## config.mk

```make
export PLATFORM = sky130hd
export DESIGN_NAME = glcw_fifo
export DESIGN_NICKNAME = d
export VERILOG_FILES = /design/src/sv/glcw_fifo.sv
export SDC_FILE = /design/constraint.sdc
export NUM_CORES = 1
export LEC_CHECK = 0
export BUFFER_PORTS_ARGS = -buffer_cell sky130_fd_sc_hd__buf_2
export CAP_MARGIN = 40
export CORE_MARGIN = 10
export CORE_UTILIZATION = 49
export DETAILED_ROUTE_END_ITERATION = 8
export PLACE_DENSITY_LB_ADDON = 0.05
export SLEW_MARGIN = 10
export SYNTH_ARGS = -nofsm -noshare
export SYNTH_HDL_FRONTEND = slang
export SYNTH_SLANG_ARGS = --single-unit
```

## constraint.sdc

```tcl
create_clock -name i_clk -period 2 [get_ports i_clk]
set_input_delay 0.4 -clock i_clk [delete_from_list [all_inputs] [get_ports i_clk]]
set_output_delay 0.4 -clock i_clk [all_outputs]
set_load 0.01 [all_outputs]
```

## src/sv/glcw_fifo.sv

```systemverilog
// small register queue used between the walker stages and at the result side
`default_nettype none
module glcw_fifo #(
    parameter int DATA_W = 8,
    parameter int DEPTH  = 2
) (
    input  wire logic              i_clk,
    input  wire logic              i_rst_n,
    input  wire logic              i_wr,
    input  wire logic [DATA_W-1:0] i_data,
    output logic                   o_full,
    input  wire logic              i_rd,
    output logic                   o_valid,
    output logic [DATA_W-1:0]      o_data
);
    localparam int PTR_W = (DEPTH > 1) ? $clog2(DEPTH) : 1;
    localparam int CNT_W = $clog2(DEPTH + 1);

    logic [DATA_W-1:0] r_mem [DEPTH];
    logic [PTR_W-1:0]  r_wp, r_rp;
    logic [CNT_W-1:0]  r_cnt;
    logic              wr_en, rd_en;

    assign o_full  = r_cnt == CNT_W'(DEPTH);
    assign o_valid = r_cnt != '0;
    assign o_data  = r_mem[r_rp];
    assign wr_en   = i_wr && !o_full;
    assign rd_en   = i_rd && o_valid;

    always_ff @(posedge i_clk) begin
        if (wr_en) begin
            r_mem[r_wp] <= i_data;
        end
    end

    always_ff @(posedge i_clk) begin
        if (!i_rst_n) begin
            r_wp  <= '0;
            r_rp  <= '0;
            r_cnt <= '0;
        end else begin
            if (wr_en) begin
                r_wp <= (r_wp == PTR_W'(DEPTH - 1)) ? '0 : r_wp + 1'b1;
            end
            if (rd_en) begin
                r_rp <= (r_rp == PTR_W'(DEPTH - 1)) ? '0 : r_rp + 1'b1;
            end
            if (wr_en && !rd_en) begin
                r_cnt <= r_cnt + 1'b1;
            end else if (rd_en && !wr_en) begin
                r_cnt <= r_cnt - 1'b1;
            end
        end
    end
endmodule
`default_nettype wire

```

==> metrics.yaml <==
cp_cell_sequence: "mux2_2 > buf_2"
regArea_um2: 581
dieWidth_um: 60.6
cp-start-kind: "flip-flop"
period_share_pct: 88.0
die_h_um: 60.6
ctsHoldBuffers: 0
viasPerCell: 4.87
clockRootBuffer: "clkbuf_4"
path_max_fanout: 8
hold_viol_final: 0
gp_congestion: 0.694
fill_cells: 139
power_switching_mw: 0.350
diodes: 0
skew_ns: 0.00156
grt_pass1_vias: 501
portBuffers: 21
fmax_mhz: 568
grt_pass1_wl_um: 2140
postRouteAntennaNets: 0
required_ns: 1.60
synth_area_um2: 806
hp-class: "in -> reg"
max-cap-violations: 0
swShare_pct: 30.0
cts_inserted_buffers: 3
syn_inst: 51
wl_um: 1360
power_frac_seq_pct: 52.4
tritoncts: "done"
wl_per_cell_um: 14.7
grt.overflow.total: 0
total_power_mw: 1.17
cp_slowest_stage_delay_ns: 0.55
rr_startpoint: "r_cnt[0]$_SDFFE_PN0P_"
p_leak_nw: 0.397
area_growth_pct: 19.1
clockPowerShare_pct: 16.6
grt_max_degree: 12
endpoint_kind: "output port"
synthesis.nets: 64
yosysSeqAreaShare_pct: 72.0
avgSynthCellArea_um2: 15.8
start_util_pct: 52.9
clock_sinks: 21
tns_ns: 0
slowest_stage: "dfxtp_1"
ctsResizeCount: 0
yosys_warnings: 0
hold_start: "i_data[6]"
rows: 14
vias: 448
rsz0062_at_grt: "false"
drt_iter0_markers: 6
setup-violations-final: 0
cts_setup_buffers: 0
clk_pin_slew_ns: 0.11
clk_path_buf_depth: 2
intPower_mw: 0.818
cts_htree_levels: 1
drive_gt1_share_pct: 46.1
clock_latency_ns: 0.29
die-area_um2: 3670
detailed_place_hpwl_um: 1070
yosys.cell_types.count: 17
gr-usage-all-layers_pct: 7.60
maxSlewViolCount: 0
ys_ff_latch: 21
multi_input_area_um2: 209
status: "complete, no violations"
ir_drop_v: 0.000632
combPwrFrac_pct: 31.0
critPathArrivalTime_ns: 1.36
route.detailed.drc: 0
core_um2: 1520
antenna_found_initial: 0
slew_headroom_pct: 73.9
ios: 22
first_pass_iters: 2
nets: 90
power.density_nw_per_um2: 1220
period_minus_slack_ns: 1.76
tightest_slew_ns: 0.392
worstSetupPathType: "reg -> out"
[cell usage after synthesis]
library cell	instances	area, µm²
edfxtp_1	16	480
mux2_2	8	90.1
dfxtp_1	5	100
nor2_1	4	15.0
inv_1	3	11.3
xor2_1	3	26.3
o21ai_0	2	10.0
a21boi_0	1	7.51
a21oi_1	1	5.00
and3_1	1	6.26
buf_2	1	5.00
ha_1	1	12.5
nand2b_1	1	6.26
nor3_2	1	10.0
o21a_1	1	7.51
or2_2	1	6.26
or3_1	1	6.26
[flip-flops by register name (all words and copies together) (netlist names), named ones only]
signal and cells:
r_mem 16, r_wp 1, r_cnt 2, r_rp 1
[routing by layer]
| metal | up-vias | part of all wire, % | track usage (%) |
|---|---|---|---|
| li1 | 233 | - | - |
| met1 | 201 | 45 | 8.56 |
| met2 | 14 | 48 | 13.1 |
| met3 | 0 | 7.1 | 3.13 |
| met4 | 0 | 0 | 1.88 |
| met5 | - | 0 | 0 |
[power groups by stage]
stage,logic (mW),clock network (mW),registers (mW)
after floorplan,0.267,0,0.592
after global placement,0.364,0,0.621
after detailed placement,0.370,0,0.624
after CTS,0.373,0.199,0.614
after global routing,0.404,0.216,0.623
final,0.362,0.194,0.612
[stage by stage]
stage / hold slack [ns] / setup WS (ns) / util (%) / cells / area (µm²)
after detailed placement: 0.494 / 0.371 / 61.2 / 88 / 933
after global routing: 0.274 / 0.167 / 63.0 / 92 / 960
final: 0.292 / 0.240 / 63.0 / 92 / 960
after floorplan: 0.472 / 0.476 / - / 51 / 806
after global placement: 0.500 / 0.456 / 61.2 / 88 / 933
after CTS: 0.282 / 0.216 / 63.0 / 92 / 960
[path summary, 6_finish.rpt]
kind / endpoint / slack (ns) / cells past startpoint
setup / recovery: o_data[7] / 0.24 / 2
hold / removal: r_mem[0][6]$_DFFE_PP_ / 0.29 / 1
setup reg to reg: r_cnt[1]$_SDFFE_PN0P_ / 0.37 / 6
hold reg to reg: r_rp$_SDFFE_PN0P_ / 0.53 / 2
[layout make-up]
type	count	share of cell area [%]
clock buffers	4	2.74
inverters	3	1.17
multi-input cells	26	21.8
well taps	16	2.09
repair buffers	22	11.7
flip-flops and latches	21	60.5
[kinds of logic after synthesis]
| logic type | count (synthesis) | share of synthesized area (%) |
|---|---|---|
| AO/OA/AOI/OAI | 5 | 3.73 |
| XOR/XNOR | 3 | 3.26 |
| adder cells (fa/ha/maj) | 1 | 1.55 |
| buffers and inverters | 4 | 2.02 |
| flip-flops | 21 | 72.1 |
| multiplexers | 8 | 11.2 |
| AND/OR/NAND/NOR | 9 | 6.21 |
[placed cells by master (no fill, tap or decap), drive strengths merged, types with 2 or more instances in the layout]
cell type | netlist | routed
o21ai | 2 | 2
dfxtp | 5 | 5
edfxtp | 16 | 16
xor2 | 3 | 3
clkbuf | 0 | 4
inv | 3 | 3
nor2 | 4 | 4
buf | 1 | 22
mux2 | 8 | 8
[critical path: cells and delay by family (launching register included)]
family / cells / cell delay (ns)
multiplexers: 1 / 0.38
buffers and inverters: 1 / 0.14
flip-flops: 1 / 0.55
Power figures use the tool's default switching activity.
