==> src/sv/glcw_pkg.sv <==
// shared constants and helpers for the grid line cell walker
`default_nettype none
package glcw_pkg;
    localparam int COORD_WIDTH_DEF = 32;
    localparam int CELL_W          = 24;
    localparam int LIM_W           = 6;
    localparam int NUM_W           = 31;
    localparam int CELL_OUT_W      = 32;
    localparam int CFG_IDX_W       = 2;
    localparam int CFG_DATA_W      = 24;

    localparam logic [CFG_IDX_W-1:0] REG_CELL_LEN  = 2'd0;
    localparam logic [CFG_IDX_W-1:0] REG_MAX_CELLS = 2'd1;

    localparam logic [CELL_W-1:0] CELL_LEN_RST  = 24'd256;
    localparam logic [LIM_W-1:0]  MAX_CELLS_RST = 6'd62;
    localparam logic [LIM_W-1:0]  MAX_CELLS_TOP = 6'd62;

    localparam int OUT_DATA_W = 2 * CELL_OUT_W + 1;

    function automatic int desc_w(input int w);
        return 6 * w + CELL_W + LIM_W + 4 + 2 * NUM_W + 4 * (NUM_W + w);
    endfunction
endpackage
`default_nettype wire

==> src/sv/glcw_back.sv <==
// cell stepping: one visited cell per cycle into the result queue while it is not full
`default_nettype none
module glcw_back #(
    parameter int COORD_WIDTH = glcw_pkg::COORD_WIDTH_DEF
) (
    input  wire logic                                  i_clk,
    input  wire logic                                  i_rst_n,
    input  wire logic                                  i_valid,
    output logic                                       o_ready,
    input  wire logic [glcw_pkg::desc_w(COORD_WIDTH)-1:0] i_desc,
    input  wire logic                                  i_out_full,
    output logic                                       o_out_wr,
    output logic [glcw_pkg::OUT_DATA_W-1:0]            o_out_data
);
    localparam int W  = COORD_WIDTH;
    localparam int CW = glcw_pkg::CELL_W;
    localparam int LW = glcw_pkg::LIM_W;
    localparam int NW = glcw_pkg::NUM_W;
    localparam int PW = NW + W;
    localparam int OW = glcw_pkg::CELL_OUT_W;

    localparam logic [1:0] B_IDLE = 2'd0;
    localparam logic [1:0] B_WALK = 2'd1;
    localparam logic [1:0] B_ENDC = 2'd2;

    logic [1:0]    r_bst;
    logic [W-1:0]  r_col, r_row, r_ecol, r_erow, r_adx, r_ady;
    logic [CW-1:0] r_c;
    logic [LW-1:0] r_lim, r_it;
    logic          r_zx, r_zy, r_negx, r_negy;
    logic [NW-1:0] r_nx, r_ny;
    logic [PW-1:0] r_p, r_q, r_kx, r_ky;

    logic [W-1:0]  d_col, d_row, d_ecol, d_erow, d_adx, d_ady;
    logic [CW-1:0] d_c;
    logic [LW-1:0] d_lim;
    logic          d_zx, d_zy, d_negx, d_negy;
    logic [NW-1:0] d_nx, d_ny;
    logic [PW-1:0] d_p, d_q, d_kx, d_ky;

    logic          same, stepx, stepy, xpast, ypast, atend, fin, endnext;
    logic [W-1:0]  n_col, n_row, e_col, e_row;
    logic [NW-1:0] n_nx, n_ny;
    logic [LW-1:0] n_it;
    logic          e_last;

    assign {d_col, d_row, d_ecol, d_erow, d_adx, d_ady, d_c, d_lim,
            d_zx, d_zy, d_negx, d_negy, d_nx, d_ny, d_p, d_q, d_kx, d_ky} = i_desc;

    assign same    = d_col == d_ecol && d_row == d_erow;
    assign o_ready = r_bst == B_IDLE && !i_out_full;

    always_comb begin
        stepx   = r_zy || (!r_zx && r_p <= r_q);
        stepy   = r_zx || (!r_zy && r_p >= r_q);
        n_col   = stepx ? (r_negx ? r_col - 1'b1 : r_col + 1'b1) : r_col;
        n_row   = stepy ? (r_negy ? r_row - 1'b1 : r_row + 1'b1) : r_row;
        n_nx    = stepx ? r_nx + NW'(r_c) : r_nx;
        n_ny    = stepy ? r_ny + NW'(r_c) : r_ny;
        n_it    = r_it + 1'b1;
        xpast   = r_zx || (PW'(n_nx) > PW'(r_adx));
        ypast   = r_zy || (PW'(n_ny) > PW'(r_ady));
        atend   = n_col == r_ecol && n_row == r_erow;
        fin     = atend || (!(xpast && ypast) && n_it == r_lim);
        endnext = xpast && ypast && !atend;
    end

    always_comb begin
        o_out_wr = 1'b0;
        e_col    = r_ecol;
        e_row    = r_erow;
        e_last   = 1'b1;
        case (r_bst)
            B_IDLE: begin
                o_out_wr = i_valid && !i_out_full;
                e_col    = d_col;
                e_row    = d_row;
                e_last   = same;
            end
            B_WALK: begin
                o_out_wr = !i_out_full;
                e_col    = n_col;
                e_row    = n_row;
                e_last   = fin;
            end
            B_ENDC: begin
                o_out_wr = !i_out_full;
            end
            default: begin
            end
        endcase
    end

    assign o_out_data = {OW'(signed'(e_col)), OW'(signed'(e_row)), e_last};

    always_ff @(posedge i_clk) begin
        if (!i_rst_n) begin
            r_bst <= B_IDLE;
        end else begin
            case (r_bst)
                B_IDLE: begin
                    if (i_valid && !i_out_full && !same) begin
                        r_bst <= B_WALK;
                    end
                end
                B_WALK: begin
                    if (!i_out_full) begin
                        if (fin) begin
                            r_bst <= B_IDLE;
                        end else if (endnext) begin
                            r_bst <= B_ENDC;
                        end
                    end
                end
                B_ENDC: begin
                    if (!i_out_full) begin
                        r_bst <= B_IDLE;
                    end
                end
                default: r_bst <= B_IDLE;
            endcase
        end
    end

    always_ff @(posedge i_clk) begin
        if (r_bst == B_IDLE && i_valid && !i_out_full) begin
            r_col  <= d_col;
            r_row  <= d_row;
            r_ecol <= d_ecol;
            r_erow <= d_erow;
            r_adx  <= d_adx;
            r_ady  <= d_ady;
            r_c    <= d_c;
            r_lim  <= d_lim;
            r_zx   <= d_zx;
            r_zy   <= d_zy;
            r_negx <= d_negx;
            r_negy <= d_negy;
            r_nx   <= d_nx;
            r_ny   <= d_ny;
            r_p    <= d_p;
            r_q    <= d_q;
            r_kx   <= d_kx;
            r_ky   <= d_ky;
            r_it   <= '0;
        end else if (r_bst == B_WALK && !i_out_full) begin
            r_col <= n_col;
            r_row <= n_row;
            r_nx  <= n_nx;
            r_ny  <= n_ny;
            r_p   <= stepx ? r_p + r_kx : r_p;
            r_q   <= stepy ? r_q + r_ky : r_q;
            r_it  <= n_it;
        end
    end

    a_last_ends_walk: assert property (@(posedge i_clk) disable iff (!i_rst_n)
        (o_out_wr && o_out_data[0]) |=> r_bst == B_IDLE)
        else $error("walk continued after the final beat");

    a_step_limit: assert property (@(posedge i_clk) disable iff (!i_rst_n)
        r_bst == B_WALK |-> r_it < r_lim)
        else $error("step count beyond limit");

    a_walk_moves: assert property (@(posedge i_clk) disable iff (!i_rst_n)
        r_bst == B_WALK |-> !(r_zx && r_zy))
        else $error("walk on a zero length segment");

    a_endc_one_beat: assert property (@(posedge i_clk) disable iff (!i_rst_n)
        (r_bst == B_ENDC && !i_out_full) |=> r_bst == B_IDLE)
        else $error("end cell beat not final");
endmodule
`default_nettype wire

==> config.mk <==
export PLATFORM = sky130hd
export DESIGN_NAME = glcw_back
export DESIGN_NICKNAME = d
export VERILOG_FILES = /design/src/sv/glcw_pkg.sv /design/src/sv/glcw_back.sv
export SDC_FILE = /design/constraint.sdc
export NUM_CORES = 2
export LEC_CHECK = 0
export BUFFER_PORTS_ARGS = -buffer_cell sky130_fd_sc_hd__buf_2
export CORE_UTILIZATION = 53
export CTS_CLUSTER_SIZE = 25
export DETAILED_ROUTE_END_ITERATION = 8
export PLACE_DENSITY = 0.76
export SLEW_MARGIN = 40
export SYNTH_ARGS = -nofsm -noshare
export SYNTH_HDL_FRONTEND = slang
export SYNTH_SLANG_ARGS = --single-unit
==> constraint.sdc <==
create_clock -name i_clk -period 14.35 [get_ports i_clk]
set_input_delay 4.305 -clock i_clk [delete_from_list [all_inputs] [get_ports i_clk]]
set_output_delay 4.305 -clock i_clk [all_outputs]
set_load 0.01 [all_outputs]
==> impl_metrics.env <==
export IMPL_ant_nets=0
export IMPL_switchingPower_w=0.00408
export IMPL_synthArstFlopShare_pct=0
export IMPL_synth_top_area_share_pct=41.0
export IMPL_gp_congestion=0.983
export IMPL_first_pass_iters=9
export IMPL_worst_path_max_delay_cell="a31o_4"
export IMPL_antenna_found_initial=19
export IMPL_row_count=99
export IMPL_num_nets_final=5581
export IMPL_peakVddDrop_uv=122
export IMPL_finalSetupTns_ns=0
export IMPL_multi_input_area_um2=21700
export IMPL_rsz0062_at_grt="false"
export IMPL_path_clk_slew_ns=0.06
export IMPL_min_path_type="flip-flop to flip-flop"
export IMPL_ys_top_cells_by_area="edfxtp_1 (41%), ha_1 (11%), a21oi_1 (4.7%)"
export IMPL_hold_buffers=0
export IMPL_synth_most_common_cell="edfxtp_1"
export IMPL_core_um2=73500
export IMPL_maxSlewViolCount=0
export IMPL_drt_vias_per_instance=6.16
export IMPL_drc=0
export IMPL_synthesis_area_um2=39600
export IMPL_final_seq_area_um2=16400
export IMPL_end_kind="primary output"
export IMPL_ys_seq_elements=548
export IMPL_period_needed_ns=11.51
export IMPL_worstPathArrival_ns=7.20
export IMPL_startpoint="r_p[22]"
export IMPL_wl_per_cell_um=23.3
export IMPL_clkPwrFrac_pct=18.1
export IMPL_path_class="flip-flop to primary output"
export IMPL_yosysWarnings=0
export IMPL_grt_pass1_vias=33126
export IMPL_avgSynthCellArea_um2=9.64
export IMPL_syn_to_final_growth_pct=15.7
export IMPL_p_int_w=0.00531
export IMPL_ctsLongestPathBuffers=3
export IMPL_switching_share_pct=43.4
export IMPL_synth_seq_area_share_pct=41.4
export IMPL_routed_wl_mm=133
export IMPL_num_vias=35050
export IMPL_outcome="finished clean"
export IMPL_worst_pin_slew_ns=0.929
export IMPL_crit_chain="ha_1 > a21oi_1 > o21ai_0 > a221o_2 > and3b_1 > nor4_4 > a31o_4 > o31a_1 > nor2_1 > xor2_1 > ha_1 > nand4_1 > or4b_2 > nor3_1 > o311ai_0 > a211oi_1 > o211a_1 > o21ai_2 > buf_2"
export IMPL_grtUsageTotal_pct=33.9
export IMPL_die_area_um2=75700
export IMPL_totalPowerFinal_w=0.00938
export IMPL_r2r_start="r_p[22]"
export IMPL_die_h_um=275
export IMPL_setup_viol=0
export IMPL_grt_pass1_wl_mm=194
export IMPL_critical_path_buf_inv_count=1
export IMPL_htree_levels=3
export IMPL_worstPathMaxFanout=54
export IMPL_postCtsSetupRepairBufs=0
export IMPL_min_from="r_it[5]"
export IMPL_cts_repair_resized=0
export IMPL_drive_gt1_share_pct=17.8
export IMPL_globalRouteOverflowTotal=0
export IMPL_hpwl_mm=101
export IMPL_cts_sinks=548
export IMPL_fin_crit_sh_pct=80.2
export IMPL_power_density_nw_per_um2=205
export IMPL_ioPinCount=611
export IMPL_synthTopCellsByCount="edfxtp_1 (540), nand2_1 (382), a21oi_1 (370)"
export IMPL_synth_fp_nets=5015
export IMPL_cts_made_buffers=66
export IMPL_portBuffers=610
export IMPL_cpLargestDelayFamily="compound AO/OA/AOI/OAI gates"
export IMPL_slowest_delay_ns=0.69
export IMPL_synth_area_leader_cell="edfxtp_1"
export IMPL_start_util_pct=53.9
export IMPL_synth_edff_count=540
export IMPL_p_leak_nw=19.6
export IMPL_synthCells=4103
export IMPL_synth_ff_type="edfxtp_1"
export IMPL_crit_path_start_kind="flip-flop"
export IMPL_hold_violations=0
export IMPL_p_comb_share_pct=53.8
export IMPL_cts_tree="yes"
export IMPL_num_fill_cells=6102
export IMPL_relSlewSlack_pct=37.4
export IMPL_ys_types=111
export IMPL_power_share_sequential_pct=28.1
export IMPL_maxCapViolCount=0
export IMPL_die_w_um=275
export IMPL_grt_max_degree=181
export IMPL_insertion_delay_ns=0.63
export IMPL_cts_root_buf="clkbuf_16"
export IMPL_crit_top_cell="ha_1"
export IMPL_skew_ns=0.0322
export IMPL_crit_required_ns=10.05
export IMPL_fmax_mhz=86.9
export IMPL_drt_initial_drc_count=3811
export IMPL_hold_worst_slack_ns=0.494
-- worst register-to-register path: stages, from the launching register on --
cell and delay (ns):
edfxtp_1 0.40, ha_1 0.35, a21oi_1 0.15, o21ai_0 0.12
a221o_2 0.48, and3b_1 0.22, nor4_4 0.67, a31o_4 0.69
o31a_1 0.39, nor2_1 0.09, xor2_1 0.16, ha_1 0.30
nand4_1 0.09, or4b_2 0.69, nor3_1 0.36, o311ai_0 0.20
a211oi_1 0.66, and4_1 0.31, o21ai_0 0.09, a21boi_1 0.14
-- state kept, by name (all words and copies together) (netlist names), 63 cells and up --
signal	count
r_ky	63
r_p	63
r_kx	63
r_q	63
-- metal layers --
metal,track usage [%],routed length [µm],vias to the layer above
met5,0,80,-
met3,6.80,12800,370
met1,43.9,52100,16439
li1,-,-,16346
met2,53.2,60000,1883
met4,19.1,7760,12
-- through the flow --
stage | cell area [µm²] | worst slack, ns | utilization, % | instances
6_report | 45800 | 2.84 | 62.3 | 5690
5_1_grt | 45800 | 2.39 | 62.3 | 5689
4_1_cts | 45700 | 2.69 | 62.2 | 5677
3_5_place_dp | 43600 | 3.36 | 59.3 | 5559
3_3_place_gp | 43500 | 3.41 | 59.3 | 5559
2_1_floorplan | 39600 | 0.335 | - | 4103
-- power by group through the flow --
stage / combinational, W / sequential, W / clock (W)
6_report: 0.00505 / 0.00264 / 0.00170
3_5_place_dp: 0.00490 / 0.00265 / 0
3_3_place_gp: 0.00482 / 0.00264 / 0
4_1_cts: 0.00495 / 0.00262 / 0.00172
2_1_floorplan: 0.00359 / 0.00260 / 0
5_1_grt: 0.00553 / 0.00266 / 0.00177
-- layout make-up --
cell class | instances | share of cell area (%)
Antenna cell | 12 | 0.0656
Clock buffer | 86 | 3.82
Clock inverter | 32 | 0.867
Inverter | 250 | 2.08
Multi-Input combinational cell | 3167 | 47.5
Sequential cell | 548 | 35.8
Tap cell | 959 | 2.62
Timing Repair Buffer | 636 | 7.26
-- worst paths after layout --
kind	slack (ns)	depth (start not counted)	to
max	2.84	19	o_out_data[0]
min	0.49	2	r_it[5]
max reg2reg	7.73	19	r_bst[1]
min reg2reg	0.49	2	r_it[5]
-- logic make-up (layout without fill, tap and decap cells) --
logic type / Yosys count / after routing / share of synthesized area, %
fa+ha+maj: 368 / 368 / 11.8
xor+xnor: 329 / 329 / 7.50
mux: 73 / 73 / 2.01
compound gates: 1227 / 1227 / 19.7
simple gates: 1170 / 1170 / 13.8
other cells: 0 / 12 / 0
buf+inv: 388 / 1004 / 3.89
flops: 548 / 548 / 41.4
-- layout by cell type (no fill, tap or decap), types with 35 or more instances in the layout --
| cell type | synthesis | routed |
|---|---|---|
| a21o_1 | 142 | 142 |
| nand2_1 | 382 | 381 |
| inv_1 | 250 | 249 |
| nand4_1 | 61 | 61 |
| buf_2 | 2 | 610 |
| nand3_1 | 73 | 73 |
| o21a_1 | 49 | 49 |
| xor2_1 | 168 | 168 |
| mux2_2 | 48 | 48 |
| nor2b_1 | 35 | 35 |
| a22oi_1 | 69 | 69 |
| clkbuf_16 | 0 | 67 |
| xnor2_1 | 155 | 155 |
| ha_1 | 362 | 361 |
| edfxtp_1 | 540 | 540 |
| a31oi_1 | 38 | 37 |
| nor2_1 | 366 | 365 |
| nor3_1 | 48 | 48 |
| o21bai_1 | 39 | 39 |
| o21ai_0 | 271 | 268 |
| a21oi_1 | 370 | 370 |
Note: power is estimated with default switching activity, not from simulation.
