<file path="src/sv/glcw_pkg.sv">
// shared constants and helpers for the grid line cell walker
`default_nettype none
package glcw_pkg;
    localparam int COORD_WIDTH_DEF = 32;
    localparam int CELL_W          = 24;
    localparam int LIM_W           = 6;
    localparam int NUM_W           = 31;
    localparam int CELL_OUT_W      = 32;
    localparam int CFG_IDX_W       = 2;
    localparam int CFG_DATA_W      = 24;

    localparam logic [CFG_IDX_W-1:0] REG_CELL_LEN  = 2'd0;
    localparam logic [CFG_IDX_W-1:0] REG_MAX_CELLS = 2'd1;

    localparam logic [CELL_W-1:0] CELL_LEN_RST  = 24'd256;
    localparam logic [LIM_W-1:0]  MAX_CELLS_RST = 6'd62;
    localparam logic [LIM_W-1:0]  MAX_CELLS_TOP = 6'd62;

    localparam int OUT_DATA_W = 2 * CELL_OUT_W + 1;

    function automatic int desc_w(input int w);
        return 6 * w + CELL_W + LIM_W + 4 + 2 * NUM_W + 4 * (NUM_W + w);
    endfunction
endpackage
`default_nettype wire

</file>
<file path="src/sv/glcw_front.sv">
// segment setup: cell indices by serial division, crossing products by shift-add
`default_nettype none
module glcw_front #(
    parameter int COORD_WIDTH = glcw_pkg::COORD_WIDTH_DEF
) (
    input  wire logic                              i_clk,
    input  wire logic                              i_rst_n,
    input  wire logic                              i_push,
    output logic                                   o_full,
    input  wire logic [COORD_WIDTH-1:0]            i_start_x,
    input  wire logic [COORD_WIDTH-1:0]            i_start_y,
    input  wire logic [COORD_WIDTH-1:0]            i_end_x,
    input  wire logic [COORD_WIDTH-1:0]            i_end_y,
    input  wire logic [glcw_pkg::CELL_W-1:0]       i_cell_len,
    input  wire logic [glcw_pkg::LIM_W-1:0]        i_max_cells,
    output logic                                   o_valid,
    input  wire logic                              i_ready,
    output logic [glcw_pkg::desc_w(COORD_WIDTH)-1:0] o_desc
);
    localparam int W     = COORD_WIDTH;
    localparam int CW    = glcw_pkg::CELL_W;
    localparam int LW    = glcw_pkg::LIM_W;
    localparam int NW    = glcw_pkg::NUM_W;
    localparam int PW    = NW + W;
    localparam int CNT_W = $clog2(W + 1);

    localparam logic [2:0] F_IDLE = 3'd0;
    localparam logic [2:0] F_DIV  = 3'd1;
    localparam logic [2:0] F_FIX  = 3'd2;
    localparam logic [2:0] F_MUL  = 3'd3;
    localparam logic [2:0] F_PUSH = 3'd4;

    logic [2:0]       r_fst;
    logic [CNT_W-1:0] r_cnt;
    logic [W-1:0]     r_crd [4];
    logic [W-1:0]     r_quo [4];
    logic [CW-1:0]    r_rem [4];
    logic [CW-1:0]    r_c;
    logic [LW-1:0]    r_lim;
    logic [W-1:0]     r_cell [4];
    logic [W-1:0]     r_adx, r_ady;
    logic             r_zx, r_zy, r_negx, r_negy;
    logic [NW-1:0]    r_nx, r_ny;
    logic [CW-1:0]    r_ma, r_mb, r_mc;
    logic [PW-1:0]    r_p, r_q, r_kx, r_ky;

    logic [W-1:0]     n_quo [4];
    logic [CW-1:0]    n_rem [4];
    logic [W-1:0]     fix_q [4];
    logic [CW-1:0]    fix_r [4];
    logic [CW:0]      sh;
    logic             ge, neg, rz;
    logic [W:0]       dxw, dyw, ndx, ndy;
    logic             negx, negy, zx, zy;
    logic [CW-1:0]    nx0, ny0;
    logic             accept;

    assign o_full  = r_fst != F_IDLE;
    assign o_valid = r_fst == F_PUSH;
    assign accept  = i_push && r_fst == F_IDLE;

    always_comb begin
        for (int i = 0; i < 4; i++) begin
            sh       = {r_rem[i], r_quo[i][W-1]};
            ge       = sh >= {1'b0, r_c};
            n_rem[i] = ge ? CW'(sh - {1'b0, r_c}) : sh[CW-1:0];
            n_quo[i] = {r_quo[i][W-2:0], ge};
            neg      = r_crd[i][W-1];
            rz       = r_rem[i] == '0;
            fix_q[i] = neg ? (rz ? ~r_quo[i] + 1'b1 : ~r_quo[i]) : r_quo[i];
            fix_r[i] = (neg && !rz) ? r_c - r_rem[i] : r_rem[i];
        end
    end

    always_comb begin
        dxw  = {r_crd[2][W-1], r_crd[2]} - {r_crd[0][W-1], r_crd[0]};
        dyw  = {r_crd[3][W-1], r_crd[3]} - {r_crd[1][W-1], r_crd[1]};
        ndx  = '0 - dxw;
        ndy  = '0 - dyw;
        negx = dxw[W];
        negy = dyw[W];
        zx   = dxw == '0;
        zy   = dyw == '0;
        nx0  = (!negx && !zx) ? r_c - fix_r[0] : fix_r[0];
        ny0  = (!negy && !zy) ? r_c - fix_r[1] : fix_r[1];
    end

    assign o_desc = {r_cell[0], r_cell[1], r_cell[2], r_cell[3], r_adx, r_ady, r_c, r_lim,
                     r_zx, r_zy, r_negx, r_negy, r_nx, r_ny, r_p, r_q, r_kx, r_ky};

    always_ff @(posedge i_clk) begin
        if (!i_rst_n) begin
            r_fst <= F_IDLE;
            r_cnt <= '0;
        end else begin
            case (r_fst)
                F_IDLE: begin
                    if (accept) begin
                        r_fst <= F_DIV;
                        r_cnt <= '0;
                    end
                end
                F_DIV: begin
                    r_cnt <= r_cnt + 1'b1;
                    if (r_cnt == CNT_W'(W - 1)) begin
                        r_fst <= F_FIX;
                    end
                end
                F_FIX: begin
                    r_fst <= F_MUL;
                    r_cnt <= '0;
                end
                F_MUL: begin
                    r_cnt <= r_cnt + 1'b1;
                    if (r_cnt == CNT_W'(CW - 1)) begin
                        r_fst <= F_PUSH;
                    end
                end
                F_PUSH: begin
                    if (i_ready) begin
                        r_fst <= F_IDLE;
                    end
                end
                default: r_fst <= F_IDLE;
            endcase
        end
    end

    always_ff @(posedge i_clk) begin
        case (r_fst)
            F_IDLE: begin
                if (accept) begin
                    r_crd[0] <= i_start_x;
                    r_crd[1] <= i_start_y;
                    r_crd[2] <= i_end_x;
                    r_crd[3] <= i_end_y;
                    r_quo[0] <= i_start_x[W-1] ? '0 - i_start_x : i_start_x;
                    r_quo[1] <= i_start_y[W-1] ? '0 - i_start_y : i_start_y;
                    r_quo[2] <= i_end_x[W-1] ? '0 - i_end_x : i_end_x;
                    r_quo[3] <= i_end_y[W-1] ? '0 - i_end_y : i_end_y;
                    for (int i = 0; i < 4; i++) begin
                        r_rem[i] <= '0;
                    end
                    r_c   <= (i_cell_len == '0) ? CW'(1) : i_cell_len;
                    r_lim <= (i_max_cells == '0) ? LW'(1) :
                             (i_max_cells > glcw_pkg::MAX_CELLS_TOP) ?
                             glcw_pkg::MAX_CELLS_TOP : i_max_cells;
                end
            end
            F_DIV: begin
                for (int i = 0; i < 4; i++) begin
                    r_quo[i] <= n_quo[i];
                    r_rem[i] <= n_rem[i];
                end
            end
            F_FIX: begin
                for (int i = 0; i < 4; i++) begin
                    r_cell[i] <= fix_q[i];
                end
                r_adx  <= negx ? ndx[W-1:0] : dxw[W-1:0];
                r_ady  <= negy ? ndy[W-1:0] : dyw[W-1:0];
                r_zx   <= zx;
                r_zy   <= zy;
                r_negx <= negx;
                r_negy <= negy;
                r_nx   <= NW'(nx0);
                r_ny   <= NW'(ny0);
                r_ma   <= nx0;
                r_mb   <= ny0;
                r_mc   <= r_c;
                r_p    <= '0;
                r_q    <= '0;
                r_kx   <= '0;
                r_ky   <= '0;
            end
            F_MUL: begin
                r_p  <= {r_p[PW-2:0], 1'b0} + (r_ma[CW-1] ? PW'(r_ady) : '0);
                r_q  <= {r_q[PW-2:0], 1'b0} + (r_mb[CW-1] ? PW'(r_adx) : '0);
                r_kx <= {r_kx[PW-2:0], 1'b0} + (r_mc[CW-1] ? PW'(r_ady) : '0);
                r_ky <= {r_ky[PW-2:0], 1'b0} + (r_mc[CW-1] ? PW'(r_adx) : '0);
                r_ma <= {r_ma[CW-2:0], 1'b0};
                r_mb <= {r_mb[CW-2:0], 1'b0};
                r_mc <= {r_mc[CW-2:0], 1'b0};
            end
            default: begin
            end
        endcase
    end
endmodule
`default_nettype wire

</file>
<file path="config.mk">
export PLATFORM = sky130hd
export DESIGN_NAME = glcw_front
export DESIGN_NICKNAME = d
export VERILOG_FILES = /design/src/sv/glcw_pkg.sv /design/src/sv/glcw_front.sv
export SDC_FILE = /design/constraint.sdc
export NUM_CORES = 2
export LEC_CHECK = 0
export ABC_AREA = 1
export BUFFER_PORTS_ARGS = -buffer_cell sky130_fd_sc_hd__clkbuf_2
export CAP_MARGIN = 20
export CELL_PAD_IN_SITES_DETAIL_PLACEMENT = 2
export CELL_PAD_IN_SITES_GLOBAL_PLACEMENT = 2
export CORE_UTILIZATION = 37
export CTS_BUF_LIST = sky130_fd_sc_hd__clkbuf_4 sky130_fd_sc_hd__clkbuf_8
export CTS_CLUSTER_SIZE = 28
export DETAILED_ROUTE_END_ITERATION = 10
export PLACE_DENSITY_LB_ADDON = 0.1
export SETUP_SLACK_MARGIN = 0.2
export SLEW_MARGIN = 20
export SYNTH_ARGS = -nofsm -noshare
export SYNTH_HDL_FRONTEND = slang
export SYNTH_SLANG_ARGS = --single-unit
</file>
<file path="constraint.sdc">
create_clock -name i_clk -period 26.1 [get_ports i_clk]
set_clock_uncertainty 0.1 [all_clocks]
set_input_delay 2.61 -clock i_clk [delete_from_list [all_inputs] [get_ports i_clk]]
set_output_delay 2.61 -clock i_clk [all_outputs]
set_load 0.03 [all_outputs]
</file>
==> impl_results.html <==
<table>
<tr><th>Metric</th><th>Value</th></tr>
<tr><th colspan="2">Setup path</th></tr>
<tr><td>Library cell appearing most often on the critical path</td><td>sky130_fd_sc_hd__nand3_1</td></tr>
<tr><td>Register-to-register setup slack</td><td>19.96 ns</td></tr>
<tr><td>Capture instance of the worst register-to-register path</td><td>r_ny[22]</td></tr>
<tr><td>Max stage delay cell, worst path</td><td>sky130_fd_sc_hd__nand3_1</td></tr>
<tr><td>Data arrival time at the worst-slack endpoint</td><td>6.74 ns</td></tr>
<tr><td>Max Fanout on Critical Path</td><td>38</td></tr>
<tr><td>Path type of the worst setup path</td><td>flop to flop</td></tr>
<tr><td>Worst EP required</td><td>roughly 27 ns</td></tr>
<tr><td>Type of element launching the critical path</td><td>flop</td></tr>
<tr><td>Worst setup EP type</td><td>flop</td></tr>
<tr><td>Max stage delay on crit path</td><td>0.56 ns</td></tr>
<tr><td>Worst-case reg-to-reg path depth</td><td>25</td></tr>
<tr><td>Launch point of the worst reg-to-reg path</td><td>r_rem[1][0]</td></tr>
<tr><th colspan="2">Place</th></tr>
<tr><td>Pre-CTS WS</td><td>a little over 20 ns</td></tr>
<tr><td>GP Congestion</td><td>0.988</td></tr>
<tr><td>HPWL reported at the end of detailed placement</td><td>233 mm</td></tr>
<tr><td>Number of input and output port buffers inserted</td><td>approximately 690</td></tr>
<tr><th colspan="2">Drt</th></tr>
<tr><td>Post-detailed-route wirelength per cell</td><td>~25 microns</td></tr>
<tr><td>Vias per cell</td><td>roughly 5.6</td></tr>
<tr><td>Final WL</td><td>300 mm</td></tr>
<tr><td>Starting DRT DRC Count</td><td>3483</td></tr>
<tr><td>Remaining antenna violation count after routing</td><td>0</td></tr>
<tr><td>Total via count after detailed routing</td><td>approximately 66000</td></tr>
<tr><td>Drt pass-1 iters</td><td>7</td></tr>
<tr><td>Total DRC errors in the routed layout</td><td>0</td></tr>
<tr><th colspan="2">Floorplanning</th></tr>
<tr><td>CORE AREA</td><td>between 150000 and 200000 sq um</td></tr>
<tr><td>Count of boundary I/O pins</td><td>704</td></tr>
<tr><td>Die height</td><td>430 microns</td></tr>
<tr><td>FP Rows</td><td>roughly 160</td></tr>
<tr><td>Width of the die</td><td>430 microns</td></tr>
<tr><td>Floorplan die area</td><td>185000 sq um</td></tr>
<tr><td>Starting Density</td><td>37.3%</td></tr>
<tr><th colspan="2">Power</th></tr>
<tr><td>Worst-case vdd ir drop</td><td>0.0464 mV</td></tr>
<tr><td>Power density cells</td><td>88.2 nW/um^2</td></tr>
<tr><td>Leakage power figure</td><td>34.8 nW</td></tr>
<tr><td>Overall power consumption</td><td>6.83 mW</td></tr>
<tr><th colspan="2">Clocking</th></tr>
<tr><td>Root Buffer Master</td><td>sky130_fd_sc_hd__clkbuf_8</td></tr>
<tr><td>Number of levels in the clock H-tree</td><td>4</td></tr>
<tr><td>Hold buffers post-CTS</td><td>0</td></tr>
<tr><td>Clock Latency Late Sink</td><td>0.97 ns</td></tr>
<tr><td>Clk sink count</td><td>959</td></tr>
<tr><td># resized after CTS</td><td>0</td></tr>
<tr><td>Post-CTS Setup Inserts</td><td>0</td></tr>
<tr><td>Clock buffer count from CTS</td><td>187</td></tr>
<tr><td>Maximum clock path buffer count</td><td>3</td></tr>
<tr><td>Clock-pin slew on the worst setup and hold paths</td><td>0.06 ns</td></tr>
<tr><td>Clock tree from TritonCTS</td><td>yes</td></tr>
<tr><th colspan="2">Timing</th></tr>
<tr><td>Unrepaired setup endpoints after global routing</td><td>false</td></tr>
<tr><td>Slew Viols, Final</td><td>0</td></tr>
<tr><td>Worst rel slew slack</td><td>approximately 25%</td></tr>
<tr><td>Period utilization</td><td>a little under a quarter</td></tr>
<tr><td>Fmax</td><td>approximately 160 MHz</td></tr>
<tr><td>Final-report setup violation count</td><td>0</td></tr>
<tr><td>Final min period</td><td>6.14 ns</td></tr>
<tr><td>Final TNS setup</td><td>0 ns</td></tr>
<tr><td>Transition time at the pin with the least slew margin</td><td>around 1.1 ns</td></tr>
<tr><td>Number of hold violations in the final report</td><td>0</td></tr>
<tr><td>Worst-case setup margin in the final layout</td><td>around 20 ns</td></tr>
<tr><th colspan="2">Global routing</th></tr>
<tr><td>Total routing usage reported by global routing</td><td>31.6%</td></tr>
<tr><td>Overflow left after global routing</td><td>0</td></tr>
<tr><td>Wire length of the first global-routing pass</td><td>between 400 and 500 mm</td></tr>
<tr><td>Number of antenna violations at the first check in global routing</td><td>21</td></tr>
<tr><td>Vias in the first global route</td><td>71200</td></tr>
<tr><td>Largest net degree at the start of global routing</td><td>164</td></tr>
<tr><th colspan="2">Flow run</th></tr>
<tr><td>Count of maximum capacitance violations</td><td>0</td></tr>
<tr><th colspan="2">Yosys</th></tr>
<tr><td>Yosys reg bits</td><td>around 960</td></tr>
<tr><td>Post-synth EDFFs</td><td>950</td></tr>
<tr><td>Post-Syn Instances</td><td>8589</td></tr>
<tr><td>Post-synthesis sequential area ratio</td><td>42.4%</td></tr>
<tr><td>Mean post-synth cell area</td><td>about 7.9 sq um</td></tr>
<tr><td>Synth async-reset ratio</td><td>0%</td></tr>
<tr><td>Number of different library cells in the post-synthesis netlist</td><td>70</td></tr>
<tr><td>Most used DFF post-synth</td><td>sky130_fd_sc_hd__edfxtp_1</td></tr>
<tr><td>Number of warning messages in the yosys log</td><td>0</td></tr>
<tr><td>Synthesized cell area</td><td>67700 sq um</td></tr>
<tr><th colspan="2">Finish</th></tr>
<tr><td>Most used cells in the layout excluding fill and tap cells</td><td>1996 x sky130_fd_sc_hd__nand2_1, 1206 x sky130_fd_sc_hd__inv_1, 950 x sky130_fd_sc_hd__edfxtp_1</td></tr>
<tr><td>Most common cell after layout, fill and taps aside</td><td>sky130_fd_sc_hd__nand2_1</td></tr>
<tr><td>Layout area overhead</td><td>14.3%</td></tr>
<tr><td>Count of nets after finishing</td><td>9857</td></tr>
<tr><td>Fraction of final layout cells sized beyond drive strength 1</td><td>12.1%</td></tr>
<tr><th colspan="2">Worst hold path</th></tr>
<tr><td>Worst Min Path Start</td><td>r_ma[15]</td></tr>
<tr><td>Hold path endpoint</td><td>r_ma[16]</td></tr>
<tr><td>Hold Crit Class</td><td>flop to flop</td></tr>
<tr><td>Hold path cells</td><td>2</td></tr>
<tr><th colspan="2">Outcome</th></tr>
<tr><td>Status</td><td>completed</td></tr>
</table>
cells in the mapped netlist (19+ instances only):
library cell	instances	area (sq um)
sky130_fd_sc_hd__a21o_1	28	210
sky130_fd_sc_hd__xnor2_1	127	1110
sky130_fd_sc_hd__o21bai_1	31	233
sky130_fd_sc_hd__nor4_1	99	619
sky130_fd_sc_hd__a21oi_1	664	3320
sky130_fd_sc_hd__nor3_1	158	791
sky130_fd_sc_hd__nor3b_1	21	158
sky130_fd_sc_hd__o21ai_0	657	3290
sky130_fd_sc_hd__clkbuf_1	153	574
sky130_fd_sc_hd__or2_2	36	225
sky130_fd_sc_hd__xor2_1	306	2680
sky130_fd_sc_hd__edfxtp_1	950	28500
sky130_fd_sc_hd__ha_1	359	4490
sky130_fd_sc_hd__buf_4	24	180
sky130_fd_sc_hd__nor2_1	769	2890
sky130_fd_sc_hd__a31oi_1	74	463
sky130_fd_sc_hd__o21a_1	60	450
sky130_fd_sc_hd__nand2_1	1998	7500
sky130_fd_sc_hd__o21ai_1	63	315
sky130_fd_sc_hd__o211ai_1	23	173
sky130_fd_sc_hd__nand4_1	118	738
sky130_fd_sc_hd__nand3_1	422	2110
sky130_fd_sc_hd__nand3b_1	19	143
sky130_fd_sc_hd__inv_1	1208	4530
cell type report:
type | instances | area (sq um)
antenna | 19 | 47.5
clock buffer | 250 | 3050
clock inverter | 83 | 608
fill | 21000 | 104000
inverter | 1218 | 4580
multi-input combinational | 6217 | 33600
sequential | 959 | 28700
tap | 2370 | 2970
timing repair buffer | 739 | 3870
worst max-delay path by stage:
| stage | from | to | slack (ns) | depth (start not counted) |
|---|---|---|---|---|
| final | r_rem[1][0] | r_ny[22] | 19.96 | 25 |
| after global routing | r_rem[1][0] | r_mb[18] | 19.56 | 28 |
| after CTS | r_rem[1][0] | r_ny[22] | 20.02 | 25 |
| after detailed placement | r_rem[1][0] | r_mb[18] | 20.16 | 28 |
| after global placement | i_end_y[0] | r_quo[3][28] | 20.25 | 13 |
| after floorplan | i_push | r_quo[0][0] | 6.62 | 2 |
power by group:
group          internal [mW]  switching [mW]  total, mW
Combinational          0.835            2.09       2.93
Sequential              2.07           0.250       2.33
Clock                  0.821           0.754       1.58
Total                   3.73            3.10       6.83
flip-flops by register name, summed over array words and instances (netlist names), 32 cells and up:
name / cells
r_adx: 32
r_ady: 32
r_cell: 128
r_crd: 128
r_kx: 63
r_ky: 63
r_p: 63
r_q: 63
r_quo: 128
r_rem: 96
metrics by stage:
stage	hold slack [ns]	area (sq um)	std cells	utilization [%]
global placement	0.375	73700	11500	40.6
detailed placement	0.395	73700	11500	40.6
finish	0.414	77400	11900	42.7
floorplan	0.357	67800	8602	-
CTS	0.407	77300	11800	42.6
global route	0.432	77400	11900	42.7
metal layers:
layer | vias to the layer above | global-route usage (%) | part of all wire [%]
li1 | 30400 | - | -
met1 | 33300 | 38.2 | 41
met2 | 1722 | 54.9 | 49
met3 | 576 | 4.81 | 4.7
met4 | 6 | 14.8 | 4.9
met5 | - | 0 | 0.016
worst max-delay path: cells and delay by family (launching register included):
| kind | cells | cell delay (ns) |
|---|---|---|
| adder cells (fa/ha/maj) | 1 | 0.41 |
| buffers and inverters | 3 | 1.08 |
| AND/OR/NAND/NOR | 17 | 2.99 |
| flip-flops | 1 | 0.49 |
| AO/OA/AOI/OAI | 4 | 0.73 |
cells by family (layout without fill, tap and decap cells):
logic type               after synthesis  in the layout  share of synthesized area (%)
adder cells (fa/ha/maj)              373            373                           7.05
AND/OR/NAND/NOR                     3701           3701                           23.1
AO/OA/AOI/OAI                       1690           1690                           13.6
XOR/XNOR                             439            439                           5.74
flip-flops                           959            959                           42.4
other                                  1             33                        0.00554
buffers and inverters               1426           2290                           8.19
(Power assumes the default switching activity.)
